==> src/rtl/button_hold_gesture_classifier_top_assert.svh <==
// Assertion macros shared by the button hold gesture classifier RTL.
// Depends on nothing; included by the modules that check their own logic.
`ifndef BUTTON_HOLD_GESTURE_CLASSIFIER_TOP_ASSERT_SVH
`define BUTTON_HOLD_GESTURE_CLASSIFIER_TOP_ASSERT_SVH

// Same-cycle implication, disabled during reset
`define BHGC_ASSERT_NOW(lbl, clk, rst, ante, cons, msg) \
   lbl: assert property (@(posedge clk) disable iff (rst) (ante) |-> (cons)) \
      else $error(msg);

// Next-cycle implication, disabled during reset
`define BHGC_ASSERT_NEXT(lbl, clk, rst, ante, cons, msg) \
   lbl: assert property (@(posedge clk) disable iff (rst) (ante) |=> (cons)) \
      else $error(msg);

`endif

==> src/rtl/bhgc_pkg.sv <==
// Package for the button hold gesture classifier: widths, register indexes,
// reset values, gesture codes and the configuration struct. No dependencies.
package bhgc_pkg;

   localparam int TimeWidth  = 32;
   localparam int CfgWidth   = 16;
   localparam int CsrIdxWidth = 2;
   localparam int GestWidth  = 2;

   // Register indexes
   localparam logic [CsrIdxWidth-1:0] CSR_RELEASE_SETTLE = 2'd0;
   localparam logic [CsrIdxWidth-1:0] CSR_RECOVERY_MIN   = 2'd1;
   localparam logic [CsrIdxWidth-1:0] CSR_ADMIN_MIN      = 2'd2;
   localparam logic [CsrIdxWidth-1:0] CSR_ADMIN_MAX      = 2'd3;

   // Reset values
   localparam logic [CfgWidth-1:0] RELEASE_SETTLE_RST = 16'd50;
   localparam logic [CfgWidth-1:0] RECOVERY_MIN_RST   = 16'd8000;
   localparam logic [CfgWidth-1:0] ADMIN_MIN_RST      = 16'd1000;
   localparam logic [CfgWidth-1:0] ADMIN_MAX_RST      = 16'd4000;

   // Gesture codes
   localparam logic [GestWidth-1:0] GESTURE_NONE     = 2'd0;
   localparam logic [GestWidth-1:0] GESTURE_ADMIN    = 2'd1;
   localparam logic [GestWidth-1:0] GESTURE_RECOVERY = 2'd2;

   typedef struct packed {
      logic [CfgWidth-1:0] release_settle_ms;
      logic [CfgWidth-1:0] recovery_hold_min_ms;
      logic [CfgWidth-1:0] admin_hold_min_ms;
      logic [CfgWidth-1:0] admin_hold_max_ms;
   } cfg_type;

endpackage

==> src/rtl/bhgc_if.sv <==
// Valid/ready channel interfaces for the button hold gesture classifier.
// Depends on bhgc_pkg for field widths.
interface bhgc_req_if;
   logic                          valid;
   logic                          ready;
   logic                          button_down;
   logic [bhgc_pkg::TimeWidth-1:0] now_ms;

   modport source (output valid, output button_down, output now_ms, input ready);
   modport sink   (input valid, input button_down, input now_ms, output ready);
endinterface

interface bhgc_rsp_if;
   logic                           valid;
   logic                           ready;
   logic [bhgc_pkg::GestWidth-1:0] gesture;

   modport source (output valid, output gesture, input ready);
   modport sink   (input valid, input gesture, output ready);
endinterface

==> src/rtl/bhgc_core.sv <==
// Gesture state and classification for one button sample per cycle when step_en is set.
// Depends on bhgc_pkg and the assertion macro header.
`include "button_hold_gesture_classifier_top_assert.svh"

module bhgc_core (
   input  logic                           clock,
   input  logic                           reset,
   input  logic                           step_en,
   input  logic                           down,
   input  logic [bhgc_pkg::TimeWidth-1:0] now_ms,
   input  bhgc_pkg::cfg_type              cfg,
   output logic [bhgc_pkg::GestWidth-1:0] gesture
);
   import bhgc_pkg::*;

   logic                 armed_ff, armed_in;
   logic                 press_active_ff, press_active_in;
   logic                 release_pending_ff, release_pending_in;
   logic [TimeWidth-1:0] press_start_ff, press_start_in;
   logic [TimeWidth-1:0] release_start_ff, release_start_in;

   logic [TimeWidth-1:0] settle_ext;
   logic [TimeWidth-1:0] since_release;
   logic [TimeWidth-1:0] since_now;
   logic [TimeWidth-1:0] held;
   logic                 boot_settled;
   logic                 release_settled;

   assign settle_ext    = {{(TimeWidth-CfgWidth){1'b0}}, cfg.release_settle_ms};
   // before arming a fresh release starts now, so elapsed is zero
   assign since_now     = release_pending_ff ? (now_ms - release_start_ff) : '0;
   assign boot_settled  = since_now >= settle_ext;
   assign since_release = now_ms - release_start_ff;
   assign release_settled = since_release >= settle_ext;
   assign held          = release_start_ff - press_start_ff;

   // Advance the gesture state for the current sample
   always_comb begin
      armed_in           = armed_ff;
      press_active_in    = press_active_ff;
      release_pending_in = release_pending_ff;
      press_start_in     = press_start_ff;
      release_start_in   = release_start_ff;
      gesture            = GESTURE_NONE;

      if (!armed_ff) begin
         if (!down) begin
            if (!release_pending_ff) begin
               release_pending_in = 1'b1;
               release_start_in   = now_ms;
            end
            if (boot_settled) begin
               armed_in           = 1'b1;
               release_pending_in = 1'b0;
            end
         end else begin
            release_pending_in = 1'b0;
         end
      end else if (down) begin
         release_pending_in = 1'b0;
         if (!press_active_ff) begin
            press_active_in = 1'b1;
            press_start_in  = now_ms;
         end
      end else if (press_active_ff) begin
         if (!release_pending_ff) begin
            release_pending_in = 1'b1;
            release_start_in   = now_ms;
         end else if (release_settled) begin
            press_active_in    = 1'b0;
            release_pending_in = 1'b0;
            if (held >= {{(TimeWidth-CfgWidth){1'b0}}, cfg.recovery_hold_min_ms}) begin
               gesture = GESTURE_RECOVERY;
            end else if (held >= {{(TimeWidth-CfgWidth){1'b0}}, cfg.admin_hold_min_ms} &&
                         held <  {{(TimeWidth-CfgWidth){1'b0}}, cfg.admin_hold_max_ms}) begin
               gesture = GESTURE_ADMIN;
            end
         end
      end
   end

   // Hold control flags under reset
   always_ff @(posedge clock) begin
      if (reset) begin
         armed_ff           <= 1'b0;
         press_active_ff    <= 1'b0;
         release_pending_ff <= 1'b0;
      end else if (step_en) begin
         armed_ff           <= armed_in;
         press_active_ff    <= press_active_in;
         release_pending_ff <= release_pending_in;
      end
   end

   // Timestamps are only read once their flag is set
   always_ff @(posedge clock) begin
      if (step_en) begin
         press_start_ff   <= press_start_in;
         release_start_ff <= release_start_in;
      end
   end

   `BHGC_ASSERT_NOW(a_no_press_unarmed, clock, reset, !armed_ff, !press_active_ff, "press tracked before arming")
   `BHGC_ASSERT_NOW(a_pending_needs_press, clock, reset, armed_ff && release_pending_ff, press_active_ff, "release timed without a press")
   `BHGC_ASSERT_NOW(a_gesture_source, clock, reset, gesture != GESTURE_NONE, armed_ff && press_active_ff && release_pending_ff, "gesture without settled release")
   `BHGC_ASSERT_NEXT(a_gesture_clears, clock, reset, step_en && gesture != GESTURE_NONE, !press_active_ff && !release_pending_ff, "press not cleared after gesture")

endmodule

==> src/rtl/button_hold_gesture_classifier_top.sv <==
// Button hold gesture classifier: input stage, configuration registers and
// result register around bhgc_core. Depends on bhgc_pkg, bhgc_if, bhgc_core.
//
// Takes one button sample per beat and returns exactly one gesture beat per
// sample (0 none, 1 admin, 2 recovery), in order. A sample passes through
// the input stage and then the result register; while the result side is not
// stalled a new sample can be taken at every clock, and a sample is still
// taken while a finished result waits, as long as the input stage is free.
// That throughput is set by the combinational update of the gesture state
// (one 32-bit subtract and compare per path). Write the
// csr_ registers only while no sample is in flight.
`include "button_hold_gesture_classifier_top_assert.svh"

module button_hold_gesture_classifier_top (
   input  logic                             clock,
   input  logic                             reset,
   bhgc_req_if.sink                         req_chan,
   bhgc_rsp_if.source                       rsp_chan,
   input  logic                             csr_we,
   input  logic [bhgc_pkg::CsrIdxWidth-1:0] csr_index,
   input  logic [bhgc_pkg::CfgWidth-1:0]    csr_wdata
);
   import bhgc_pkg::*;

   cfg_type              cfg_ff;
   logic                 s1_valid_ff;
   logic                 s1_down_ff;
   logic [TimeWidth-1:0] s1_now_ff;
   logic                 rsp_valid_ff;
   logic [GestWidth-1:0] gesture_ff;
   logic [GestWidth-1:0] gesture_in;
   logic                 advance;
   logic                 step_en;
   logic                 req_ready;

   assign advance   = !rsp_valid_ff || rsp_chan.ready;
   assign step_en   = s1_valid_ff && advance;
   assign req_ready = !s1_valid_ff || advance;

   assign req_chan.ready   = req_ready;
   assign rsp_chan.valid   = rsp_valid_ff;
   assign rsp_chan.gesture = gesture_ff;

   // Configuration register writes
   always_ff @(posedge clock) begin
      if (reset) begin
         cfg_ff.release_settle_ms    <= RELEASE_SETTLE_RST;
         cfg_ff.recovery_hold_min_ms <= RECOVERY_MIN_RST;
         cfg_ff.admin_hold_min_ms    <= ADMIN_MIN_RST;
         cfg_ff.admin_hold_max_ms    <= ADMIN_MAX_RST;
      end else if (csr_we) begin
         unique case (csr_index)
            CSR_RELEASE_SETTLE: cfg_ff.release_settle_ms    <= csr_wdata;
            CSR_RECOVERY_MIN:   cfg_ff.recovery_hold_min_ms <= csr_wdata;
            CSR_ADMIN_MIN:      cfg_ff.admin_hold_min_ms    <= csr_wdata;
            CSR_ADMIN_MAX:      cfg_ff.admin_hold_max_ms    <= csr_wdata;
            default: ;
         endcase
      end
   end

   // Input stage: take a beat when empty or draining
   always_ff @(posedge clock) begin
      if (reset) begin
         s1_valid_ff <= 1'b0;
      end else if (req_ready) begin
         s1_valid_ff <= req_chan.valid;
      end
   end

   always_ff @(posedge clock) begin
      if (req_ready && req_chan.valid) begin
         s1_down_ff <= req_chan.button_down;
         s1_now_ff  <= req_chan.now_ms;
      end
   end

   bhgc_core u_core (
      .clock   (clock),
      .reset   (reset),
      .step_en (step_en),
      .down    (s1_down_ff),
      .now_ms  (s1_now_ff),
      .cfg     (cfg_ff),
      .gesture (gesture_in)
   );

   // Result register: hold while stalled
   always_ff @(posedge clock) begin
      if (reset) begin
         rsp_valid_ff <= 1'b0;
      end else if (advance) begin
         rsp_valid_ff <= s1_valid_ff;
      end
   end

   always_ff @(posedge clock) begin
      if (step_en) begin
         gesture_ff <= gesture_in;
      end
   end

   `BHGC_ASSERT_NOW(a_no_take_when_full, clock, reset, s1_valid_ff && !advance, !req_chan.ready, "input stage overwritten while stalled")
   `BHGC_ASSERT_NEXT(a_step_gives_result, clock, reset, step_en, rsp_valid_ff, "processed sample produced no result")
   `BHGC_ASSERT_NEXT(a_empty_no_result, clock, reset, !s1_valid_ff && advance, !rsp_valid_ff, "result appeared without a sample")

endmodule

==> src/flat_wrapper.sv <==
// flat-port wrapper written by rule: the top's interface ports become plain ports
module button_hold_gesture_classifier_top_flat import bhgc_pkg::*;
  (clock, reset, csr_we, csr_index, csr_wdata, req_chan_valid, req_chan_button_down, req_chan_now_ms, req_chan_ready, rsp_chan_valid, rsp_chan_gesture, rsp_chan_ready);
  bhgc_req_if req_chan_i ();
  bhgc_rsp_if rsp_chan_i ();
  input  logic clock;
  input  logic reset;
  input  logic csr_we;
  input  logic [bhgc_pkg::CsrIdxWidth-1:0] csr_index;
  input  logic [bhgc_pkg::CfgWidth-1:0] csr_wdata;
  input wire logic [$bits(req_chan_i.valid)-1:0] req_chan_valid;
  input wire logic [$bits(req_chan_i.button_down)-1:0] req_chan_button_down;
  input wire logic [$bits(req_chan_i.now_ms)-1:0] req_chan_now_ms;
  output wire logic [$bits(req_chan_i.ready)-1:0] req_chan_ready;
  output wire logic [$bits(rsp_chan_i.valid)-1:0] rsp_chan_valid;
  output wire logic [$bits(rsp_chan_i.gesture)-1:0] rsp_chan_gesture;
  input wire logic [$bits(rsp_chan_i.ready)-1:0] rsp_chan_ready;
  assign req_chan_i.valid = req_chan_valid;
  assign req_chan_i.button_down = req_chan_button_down;
  assign req_chan_i.now_ms = req_chan_now_ms;
  assign req_chan_ready = req_chan_i.ready;
  assign rsp_chan_valid = rsp_chan_i.valid;
  assign rsp_chan_gesture = rsp_chan_i.gesture;
  assign rsp_chan_i.ready = rsp_chan_ready;
  button_hold_gesture_classifier_top u_core (.clock(clock), .reset(reset), .req_chan(req_chan_i), .rsp_chan(rsp_chan_i), .csr_we(csr_we), .csr_index(csr_index), .csr_wdata(csr_wdata));
endmodule
==> config.mk <==
export PLATFORM = sky130hd
export DESIGN_NAME = button_hold_gesture_classifier_top_flat
export DESIGN_NICKNAME = d
export VERILOG_FILES = /design/src/rtl/bhgc_pkg.sv /design/src/rtl/bhgc_if.sv /design/src/rtl/bhgc_core.sv /design/src/rtl/button_hold_gesture_classifier_top.sv /design/src/flat_wrapper.sv
export VERILOG_INCLUDE_DIRS = /design/src /design/src/rtl
export SDC_FILE = /design/constraint.sdc
export NUM_CORES = 1
export LEC_CHECK = 0
export ABC_CLOCK_PERIOD_IN_PS = 10700
export BUFFER_PORTS_ARGS = -buffer_cell sky130_fd_sc_hd__buf_4
export CAP_MARGIN = 20
export CORE_UTILIZATION = 66
export CTS_BUF_LIST = sky130_fd_sc_hd__clkbuf_4 sky130_fd_sc_hd__clkbuf_8
export DETAILED_ROUTE_END_ITERATION = 8
export PLACE_DENSITY = 0.88
export SYNTH_ARGS = -nofsm -noshare
export SYNTH_HDL_FRONTEND = slang
export SYNTH_SLANG_ARGS = --single-unit
==> constraint.sdc <==
create_clock -name clock -period 10.7 [get_ports clock]
set_clock_uncertainty 0.2 [all_clocks]
set_input_delay 1.605 -clock clock [delete_from_list [all_inputs] [get_ports clock]]
set_output_delay 1.605 -clock clock [all_outputs]
set_load 0.02 [all_outputs]
Word level (Yosys, flattened, before mapping)
Index checks and enable logic that the tools add are counted.

Register bits: 168. Bits in latches: 0. Bits in writable memories: 0. ROM bits: 0. Bits of input ports: 56. Output and inout bits: 4. Memories kept: 0.

Add/subtract/negate cells: 2. Multipliers: 0. Divide/modulo/power cells: 0. Order comparisons: 5. Equality and inequality tests: 5. Shift operators: 0. Muxes and demuxes: 20. Bitwise logic cells: 5. Reductions and logical operators: 18.

Operator list (number): 32-bit two-way mux (6); 32-bit by 16-bit greater-or-equal comparator with 1-bit output (4); 32-bit subtractor (2); 32-bit by 16-bit < comparator with 1-bit output (1); 1-bit two-way mux (13); 2-bit AND reduction (6); 6-bit OR reduction (1); 1-bit NOT (5); 5-bit OR reduction (1); 2-bit equality test, second input constant (2); 4-bit AND reduction (1); 1-bit logical AND (3); 3-bit by 1-bit inequality test with 1-bit output, second input constant (1); 3-bit AND reduction (1); 2-bit by 1-bit equality test with 1-bit output, second input constant (1); 1-bit zero test (2); 2-bit zero test (1); 1-bit logical OR (2); 2-bit two-way mux (1); 2-bit by 1-bit inequality test with 1-bit output, second input constant (1).

Longest topological paths before layout
Gate-level depths: netlist of the first run.

Depth in word-level cells: 7. Gate-level depth with buffers: 22.

Hierarchy
A second synthesis of the first run with hierarchy kept.

Cells, all modules: 1261. Area total of the unflattened synthesis: 11852.6 µm².

By module, submodules not included: bhgc_core (instances 1, cells an instance 974, area an instance 8155.3 µm², sequential area each 1981.9 µm²); button_hold_gesture_classifier_top (instances 1, cells an instance 287, area an instance 3697.3 µm², sequential area each 2372.3 µm²).

Worst setup path before layout of the first run
OpenSTA, ideal clock, no wires.

Kind: reg-to-reg. Start: reg u_core.u_core.release_start_ff[1]. End: reg u_core.gesture_ff[0] (netlist: u_core.rsp_chan.gesture[0]) (data pin). Setup time: 0.176 ns. Arrival time: 3.923 ns. Setup slack: 6.401 ns. Stages on the path, launching flop included: 21. Period minus slack after synthesis: 4.299 ns. Cell sequence: edfxtp_1 -> ha_1 -> nor2b_1 -> o2111ai_1 -> nand2_1 -> a21o_1 -> a21oi_1 -> o21bai_1 -> a21oi_1 -> xnor2_1 -> ha_1 -> a21o_1 -> a21o_1 -> a21oi_1 -> o211ai_1 -> nor4_1 -> o211ai_1 -> nand4b_1 -> nor4_2 -> nand4_1 -> nor4_1.

Cells in the longest elaborated chain, start to end: 4. Elaborated cells on any way between the ends: 10. Classes of those cells: 2 x add/sub; 4 x order compare; 1 x mux; 1 x bitwise; 2 x reduce/logical.

Ends and longest elaborated chain: start: declaration (RTL line bhgc_core.sv:20) `logic [TimeWidth-1:0] release_start_ff, release_start_in;`; start signal: assignment (RTL line bhgc_core.sv:99) `release_start_ff <= release_start_in;`; 32-bit subtractor, on equally long branches (RTL line bhgc_core.sv:33, bhgc_core.sv:35); 32-bit by 16-bit greater-or-equal comparator with 1-bit output, or another cell as far along (RTL line bhgc_core.sv:34) `assign release_settled = since_release >= settle_ext;`; 1-bit NOT (no source line) / 1-bit logical AND (equally long branches); 6-bit OR reduction (no source line) / 1-bit two-way mux (equally long branches); end signal: assignment (RTL line button_hold_gesture_classifier_top.sv:99) `gesture_ff <= gesture_in;`; end: declaration (RTL line button_hold_gesture_classifier_top.sv:30) `logic [GestWidth-1:0] gesture_ff;`.

Several ways; a longest one is shown, not always the timed one. A chain may end at the register's enable or synchronous reset.

Worst setup path in the final report of the first run
Ends and elaborated chain as after synthesis.

==> PnR_summary.wiki, run 1 <==
{| class="wikitable"
! Metric !! Value
|-
| Outcome || completed
|-
| # clock sinks || 168
|-
| Data arrival time of the critical path || 5.06 ns
|-
| Port Buf Inserts || 59
|-
| Peak supply drop || 101.7 uV
|-
| Cell with the most instances after synthesis || sky130_fd_sc_hd__nand2_1
|-
| Number of search-and-repair iterations in the first detailed-routing pass || 9
|-
| Via total after detailed routing || 9975
|-
| Number of distinct library cells after synthesis || 78
|-
| Starting utilization of the core area || 0.6864
|-
| Total power density per cell area || 123.4 nW/um^2
|-
| Root buffer selected by CTS || sky130_fd_sc_hd__clkbuf_8
|-
| Highest attainable clock frequency || 0.2009 GHz
|-
| Period utilisation layout || 0.4652
|-
| Final setup fails || 0
|-
| Slew of the pin with the lowest slew margin || 0.8483 ns
|-
| Area fraction of the dominant cell type after synthesis || 0.2575
|-
| Routability cong. || 0.9778
|-
| First-pass GRT wire length || 47000 um
|-
| Core Footprint || 16820 sq um
|-
| Syn_area_per_cell || 8.880 sq um
|-
| Startpoint kind of the worst setup timing path || flop
|-
| Final Worst Setup Slack || 5.722 ns
|-
| Count of unresolved DRC violations after routing || 0
|-
| Detailed-placement wirelength estimate || 22100 um
|-
| Setup TNS Final || 0 ns
|-
| Clock transition at path regs || 0.09 ns
|-
| Routed length per placed instance || 18.71 um
|-
| Synthesis warning total || 0
|-
| Post-Syn Instances || 1300
|-
| Synthesized area || 11540 sq um
|-
| Fillers || 1227
|-
| Number of buffers added to fix hold violations after cts || 0
|-
| Max-slew violation count || 0
|-
| Total global-route track usage || 0.3357
|-
| Post-synth EDFFs || 99
|-
| TritonCTS Buffers || 17
|-
| Detail-routed via count per cell || 6.333
|-
| Sequential cell fraction of total power || 0.466
|-
| Number of standard cells in the final layout excluding fillers || 1575
|-
| Synth-to-Final Area Change || 9.333%
|-
| Number of placed instances with taps included || 1542
|-
| Cell types with the largest area share after synthesis || sky130_fd_sc_hd__edfxtp_1, sky130_fd_sc_hd__ha_1, sky130_fd_sc_hd__dfxtp_1, sky130_fd_sc_hd__a21oi_1, sky130_fd_sc_hd__nand2_1
|-
| Largest fanout of any net on the critical path || 4
|-
| Post-synth ARST share || 0
|-
| Die Wd || 134.3 um
|-
| Synth top cells by count || sky130_fd_sc_hd__nand2_1, sky130_fd_sc_hd__inv_1, sky130_fd_sc_hd__ha_1, sky130_fd_sc_hd__a21oi_1, sky130_fd_sc_hd__edfxtp_1
|-
| Number of resized instances in the post-cts repair step || 0
|-
| Sequential cell area fraction in the yosys report || 0.3772
|-
| Post-synth net total || 1499
|-
| Worst min-delay path class || reg2reg
|-
| Leakage power of the design || 0.005412 uW
|-
| Clock latency on the worst-skew pair || 0.47 ns
|-
| Max-cap violations || 0
|-
| Clock network fraction of total power || 0.344
|-
| Antenna diode instance count || 0
|-
| Flops & latches, synth || 168
|-
| Library cell occupying the most area in the post-synthesis netlist || sky130_fd_sc_hd__edfxtp_1
|-
| Crit path kind || reg2reg
|-
| Floorplan die height || 134.3 um
|-
| TritonCTS clock tree || yes
|-
| Remaining antenna violation count || 0
|-
| Number of core rows || 47
|-
| Worst slack, placed || 5.781 ns
|-
| Boundary pin count || 60
|-
| Via count of the first global-routing pass || 9525
|-
| Maximum number of pins on one net before global-route repair || 72
|-
| Ratio of cells with drive above 1 in the final layout || 0.08635
|-
| H-tree level count || 4
|-
| CP Capture Type || flop
|-
| Count of endpoints failing hold in the final timing report || 0
|-
| Max clock buf depth || 2
|-
| Logic pwr share || 0.190
|-
| GR Overflow Total || 0
|-
| # nets final || 1542
|-
| Setup Fix Bufs, Post-CTS || 0
|-
| Switching power as a share of total power || 0.2775
|-
| Data required time of the worst path || 10.78 ns
|-
| Number of violations reported at the end of detailed-routing iteration 0 || 863
|-
| RSZ-0062 raised after global routing || no
|-
| Die ar. || 18020 sq um
|-
| Time the final worst path needs with I/O delays and setup || 4.978 ns
|-
| Total wirelength of the detailed-routed design || 29480 um
|-
| Initial antenna violation count || 0
|-
| Worst relative slew slack || 0.4345
|-
| Net switching component of the power || 432.3 uW
|-
| Ys flop type || sky130_fd_sc_hd__edfxtp_1
|-
| Int Pwr || 1125 uW
|}
[per-layer routing]
metal  routed length [um]  GRT usage  vias up
met5                    0          0        -
met4                  838     0.1217        0
met3                 2648    0.06916       74
met2                13200     0.5325      495
met1                12780     0.4543     4652
li1                     -          -     4754
[worst max-delay path: stages, from the launching register on]
cell,delay (ns)
sky130_fd_sc_hd__edfxtp_1,0.51
sky130_fd_sc_hd__ha_1,0.31
sky130_fd_sc_hd__nor2b_1,0.15
sky130_fd_sc_hd__o2111ai_1,0.26
sky130_fd_sc_hd__a21bo_2,0.23
sky130_fd_sc_hd__a21oi_1,0.11
sky130_fd_sc_hd__a21boi_0,0.48
sky130_fd_sc_hd__xnor2_1,0.24
sky130_fd_sc_hd__ha_1,0.24
sky130_fd_sc_hd__a2111o_1,0.31
sky130_fd_sc_hd__a2111oi_2,0.28
sky130_fd_sc_hd__o2111ai_1,0.16
sky130_fd_sc_hd__nor4_1,0.30
sky130_fd_sc_hd__o211ai_1,0.12
sky130_fd_sc_hd__nand4b_1,0.20
sky130_fd_sc_hd__nor4_2,0.28
sky130_fd_sc_hd__nand4_1,0.13
sky130_fd_sc_hd__nor4_1,0.28
[sequential cells by signal, indices dropped and copies added, names as in the netlist]
name / count
u_core.rsp_chan.valid: 1
u_core.s1_valid_ff: 1
u_core.u_core.armed_ff: 1
u_core.cfg_ff: 64
u_core.u_core.press_active_ff: 1
u_core.u_core.release_pending_ff: 1
u_core.s1_now_ff: 32
u_core.u_core.press_start_ff: 32
u_core.u_core.release_start_ff: 32
u_core.rsp_chan.gesture: 2
u_core.s1_down_ff: 1
[cell usage in the layout, fill, tap and decap left out, drive strengths merged, types with 23 or more instances in the layout]
cell type  instances
ha               141
xnor2             24
o21ai             64
a21o              30
dfxtp             69
a21oi            133
and2              23
edfxtp            99
nand2            159
buf               64
nor2              69
inv              147
[power by group through the flow]
stage / clock, uW / combinational, uW / sequential (uW)
after floorplan: 0 / 204 / 733
after global placement: 0 / 274 / 738
after detailed placement: 0 / 284 / 740
after CTS: 536 / 288 / 725
after global routing: 561 / 326 / 728
final: 535 / 296 / 726
[path summary, 6_finish.rpt]
| check | startpoint | end | slack [ns] | depth (start not counted) |
|---|---|---|---|---|
| max | u_core.u_core.release_start_ff[1]$_DFFE_PP_ | u_core.rsp_chan.gesture[0]$_SDFFCE_PP0P_ | 5.72 | 17 |
| min | u_core.cfg_ff[12]$_SDFFE_PP0P_ | u_core.cfg_ff[12]$_SDFFE_PP0P_ | 0.26 | 2 |
| max reg2reg | u_core.u_core.release_start_ff[1]$_DFFE_PP_ | u_core.rsp_chan.gesture[0]$_SDFFCE_PP0P_ | 5.72 | 17 |
| min reg2reg | u_core.cfg_ff[12]$_SDFFE_PP0P_ | u_core.cfg_ff[12]$_SDFFE_PP0P_ | 0.26 | 2 |
[cells by family (layout without fill, tap and decap cells)]
kind of cell | after synthesis | count (layout) | synth area share
and+or+nand+nor | 400 | 400 | 0.1697
AOI/OAI and AO/OA | 363 | 363 | 0.2031
buffers and inverters | 183 | 238 | 0.06016
DFF | 168 | 168 | 0.3772
adders and majority gates | 143 | 143 | 0.1563
xor gates and xnor gates | 36 | 36 | 0.02731
muxes | 7 | 7 | 0.006178
[metrics by stage]
step / instance area [sq um] / util / hold WS, ns / power (uW)
after floorplan: 11540 / - / 0.2363 / 936.6
after global placement: 12140 / 0.7216 / 0.2422 / 1011
after detailed placement: 12140 / 0.7216 / 0.2463 / 1023
after CTS: 12600 / 0.7493 / 0.2581 / 1550
after global routing: 12620 / 0.7504 / 0.2733 / 1615
final: 12620 / 0.7504 / 0.2599 / 1557
[cell type report]
type	instances	area [sq um]	share of cell area
inverters	143	536.8	0.04253
repair buffers	64	484.2	0.03837
multi-input cells	949	6505	0.5154
flip-flops and latches	168	4354	0.3450
clock buffers	21	276.5	0.02191
clock inverters	10	188.9	0.01497
well taps	220	275.3	0.02181
No activity file was read; power rests on OpenSTA's default activity.
==> inputs of run 2 (changes only) <==
--- a/config.mk
+++ b/config.mk
@@ -6,13 +6,13 @@
 export SDC_FILE = /design/constraint.sdc
 export NUM_CORES = 1
 export LEC_CHECK = 0
-export ABC_CLOCK_PERIOD_IN_PS = 10700
+export ABC_CLOCK_PERIOD_IN_PS = 4500
 export BUFFER_PORTS_ARGS = -buffer_cell sky130_fd_sc_hd__buf_4
 export CAP_MARGIN = 20
-export CORE_UTILIZATION = 66
+export CORE_UTILIZATION = 58
 export CTS_BUF_LIST = sky130_fd_sc_hd__clkbuf_4 sky130_fd_sc_hd__clkbuf_8
 export DETAILED_ROUTE_END_ITERATION = 8
-export PLACE_DENSITY = 0.88
+export PLACE_DENSITY = 0.82
 export SYNTH_ARGS = -nofsm -noshare
 export SYNTH_HDL_FRONTEND = slang
 export SYNTH_SLANG_ARGS = --single-unit
==> constraint.sdc (replaced) <==
create_clock -name clock -period 4.5 [get_ports clock]
set_clock_uncertainty 0.2 [all_clocks]
set_input_delay 0.675 -clock clock [delete_from_list [all_inputs] [get_ports clock]]
set_output_delay 0.675 -clock clock [all_outputs]
set_load 0.02 [all_outputs]
==> run 2 against run 1 <==
Total power is 130% higher; sequential power up 140%; worst hold slack got worse by 0.10 ns; first-iteration DRC count increased by 3.8%; count of clock-buffer cells in the layout down 3; maximum frequency increased by 13%; via count up 1.1%; sequential share of layout area decreased by 1.2 points; worst setup slack lost 5.6 ns; critical path type unchanged; highest routed layer unchanged.
==> PnR_summary.wiki, run 2 (synthesized netlist as in run 1, its figures left out) <==
{| class="wikitable"
! Metric !! Value
|-
| Detailed-placement wirelength estimate || 21810 um
|-
| Root buffer selected by CTS || sky130_fd_sc_hd__clkbuf_8
|-
| Routability cong. || 1.008
|-
| Initial antenna violation count || 0
|-
| Worst min-delay path class || in2reg
|-
| Beginning of the worst register-to-register path || u_core.u_core.release_start_ff[1]$_DFFE_PP_
|-
| Critical Path, Cell by Cell || ha_1 > nor2b_2 > o2111ai_2 > nand2_1 > a21o_1 > a21oi_2 > o21bai_1 > a21oi_2 > xnor2_1 > ha_1 > a21o_1 > a21o_1 > a21oi_2 > o211ai_1 > nor4_2 > o211ai_1 > nand4b_1 > nor4_2 > nand4_1 > nor4_1
|-
| Sequential cell fraction of total power || 0.488
|-
| Outcome || completed
|-
| Time the final worst path needs with I/O delays and setup || 4.398 ns
|-
| Peak supply drop || 184.2 uV
|-
| Number of buffers added to fix hold violations after cts || 0
|-
| Clock latency on the worst-skew pair || 0.49 ns
|-
| Via count of the first global-routing pass || 9323
|-
| Number of core rows || 51
|-
| Boundary pin count || 60
|-
| Worst relative slew slack || 0.4180
|-
| Clock transition at path regs || 0.10 ns
|-
| Data required time of the worst path || 4.60 ns
|-
| DP Area || 12380 sq um
|-
| Smallest hold slack || 0.1560 ns
|-
| H-tree level count || 4
|-
| Port Buf Inserts || 59
|-
| Total global-route track usage || 0.2863
|-
| Reg2Reg Capture Point || u_core.rsp_chan.gesture[0]$_SDFFCE_PP0P_
|-
| Detail-routed via count per cell || 6.110
|-
| Die Wd || 143.1 um
|-
| TritonCTS Buffers || 17
|-
| Net switching component of the power || 1094 uW
|-
| Number of search-and-repair iterations in the first detailed-routing pass || 6
|-
| Antenna diode instance count || 0
|-
| Max-cap violations || 0
|-
| Final Worst Setup Slack || 0.1019 ns
|-
| Largest fanout of any net on the critical path || 2
|-
| Number of violations reported at the end of detailed-routing iteration 0 || 896
|-
| R2R setup slack || 0.10 ns
|-
| Leakage power of the design || 0.005546 uW
|-
| Cell count of the worst reg-to-reg path || 20
|-
| CP Capture Type || flop
|-
| Register ranked first by flip-flop count || u_core.cfg_ff
|-
| Delay of the slowest cell on the worst path || 0.42 ns
|-
| Worst slack, placed || -0.1785 ns
|-
| Count of endpoints failing hold in the final timing report || 0
|-
| Launch point of the worst path || u_core.u_core.release_start_ff[1]$_DFFE_PP_
|-
| Final setup fails || 0
|-
| First-pass GRT wire length || 45360 um
|-
| Via total after detailed routing || 10090
|-
| Die ar. || 20470 sq um
|-
| Post-route standard cell area excluding fillers || 13080 sq um
|-
| Flip-flop and latch area || 4354 sq um
|-
| Starting utilization of the core area || 0.5931
|-
| # nets final || 1572
|-
| Maximum number of pins on one net before global-route repair || 72
|-
| Commonest non-fill, non-tap cell in the layout || sky130_fd_sc_hd__nand2_1
|-
| Area used by multi-input combinational logic || 6743 sq um
|-
| Termination of the worst setup path || u_core.rsp_chan.gesture[0]$_SDFFCE_PP0P_
|-
| Count of unresolved DRC violations after routing || 0
|-
| Total power density per cell area || 271.0 nW/um^2
|-
| Remaining antenna violation count || 0
|-
| Core Footprint || 19460 sq um
|-
| Floorplan die height || 143.1 um
|-
| Total wirelength of the detailed-routed design || 29100 um
|-
| Startpoint kind of the worst setup timing path || flop
|-
| Max FFs per register || 64
|-
| GR Overflow Total || 0
|-
| Max-slew violation count || 0
|-
| Max clock buf depth || 2
|-
| Period utilisation layout || 0.9773
|-
| RSZ-0062 raised after global routing || yes
|-
| Routed length per placed instance || 17.63 um
|-
| # clock sinks || 168
|-
| Worst path slowest cell || sky130_fd_sc_hd__edfxtp_1
|-
| Logic pwr share || 0.207
|-
| Highest attainable clock frequency || 0.2274 GHz
|-
| TritonCTS clock tree || yes
|-
| Clock network fraction of total power || 0.305
|-
| Fillers || 1485
|-
| Int Pwr || 2450 uW
|-
| Switching power as a share of total power || 0.3088
|-
| Crit path kind || reg2reg
|-
| Synth-to-Final Area Change || 13.29%
|-
| Highest-count cells in the layout ignoring fill and taps || sky130_fd_sc_hd__nand2_1, sky130_fd_sc_hd__inv_1, sky130_fd_sc_hd__ha_1
|-
| Data arrival time of the critical path || 4.50 ns
|-
| Ratio of cells with drive above 1 in the final layout || 0.1320
|-
| Slew of the pin with the lowest slew margin || 0.8712 ns
|}
run 2: final cells by class:
class / count / area share
clock buffers: 18 / 0.01847
well taps: 265 / 0.02535
multi-input cells: 949 / 0.5156
inverters: 143 / 0.04104
clock inverters: 14 / 0.01043
flip-flops and latches: 168 / 0.3330
repair buffers: 94 / 0.05616
run 2: worst min-delay path by stage:
| stage | startpoint | cells past startpoint | to |
|---|---|---|---|
| after floorplan | u_core.cfg_ff[12]$_SDFFE_PP0P_ | 2 | u_core.cfg_ff[12]$_SDFFE_PP0P_ |
| after global placement | u_core.cfg_ff[63]$_SDFFE_PP0P_ | 2 | u_core.cfg_ff[63]$_SDFFE_PP0P_ |
| after detailed placement | u_core.cfg_ff[39]$_SDFFE_PP0P_ | 2 | u_core.cfg_ff[39]$_SDFFE_PP0P_ |
| after CTS | req_chan_now_ms[10] | 1 | u_core.s1_now_ff[10]$_DFFE_PP_ |
| after global routing | req_chan_now_ms[4] | 1 | u_core.s1_now_ff[4]$_DFFE_PP_ |
| final | req_chan_now_ms[10] | 1 | u_core.s1_now_ff[10]$_DFFE_PP_ |
run 2: routing by layer:
metal / vias to the layer above / global-route usage / share of wire
li1: 4821 / - / -
met1: 4807 / 0.3937 / 0.45
met2: 404 / 0.4606 / 0.46
met3: 56 / 0.04259 / 0.069
met4: 0 / 0.09394 / 0.023
met5: - / 0 / 0
run 2: timing repair:
| action | 4_1_cts | 5_1_grt |
|---|---|---|
| endpoints found under the setup margin | 2 | 3 |
| pin swaps | 3 | 19 |
| gates resized for setup | 6 | 43 |
| buffers inserted | 1 | 7 |
| endpoints found under the hold margin | 0 | 0 |
run 2: metrics by stage:
step	utilization	std cells	TNS [ns]	power (uW)
floorplan	-	1300	0	2227
global placement	0.6363	1609	0	2411
detailed placement	0.6363	1609	-0.2887	2440
CTS	0.6577	1642	0	3498
global route	0.6719	1651	-0.3941	3689
finish	0.6719	1651	0	3544
run 2: critical path: cells and delay by family, from the launching register on:
kind                       cells  cell delay [ns]
AOI/OAI and AO/OA             10             1.65
and+or+nand+nor                7             1.21
adders and majority gates      2             0.59
DFF                            1             0.42
xor gates and xnor gates       1             0.17
run 2: power by group through the flow:
stage | combinational [uW] | sequential (uW) | clock [uW]
6_report | 735 | 1730 | 1080
5_1_grt | 814 | 1730 | 1140
4_1_cts | 690 | 1730 | 1080
3_5_place_dp | 679 | 1760 | 0
3_3_place_gp | 654 | 1760 | 0
2_1_floorplan | 484 | 1740 | 0
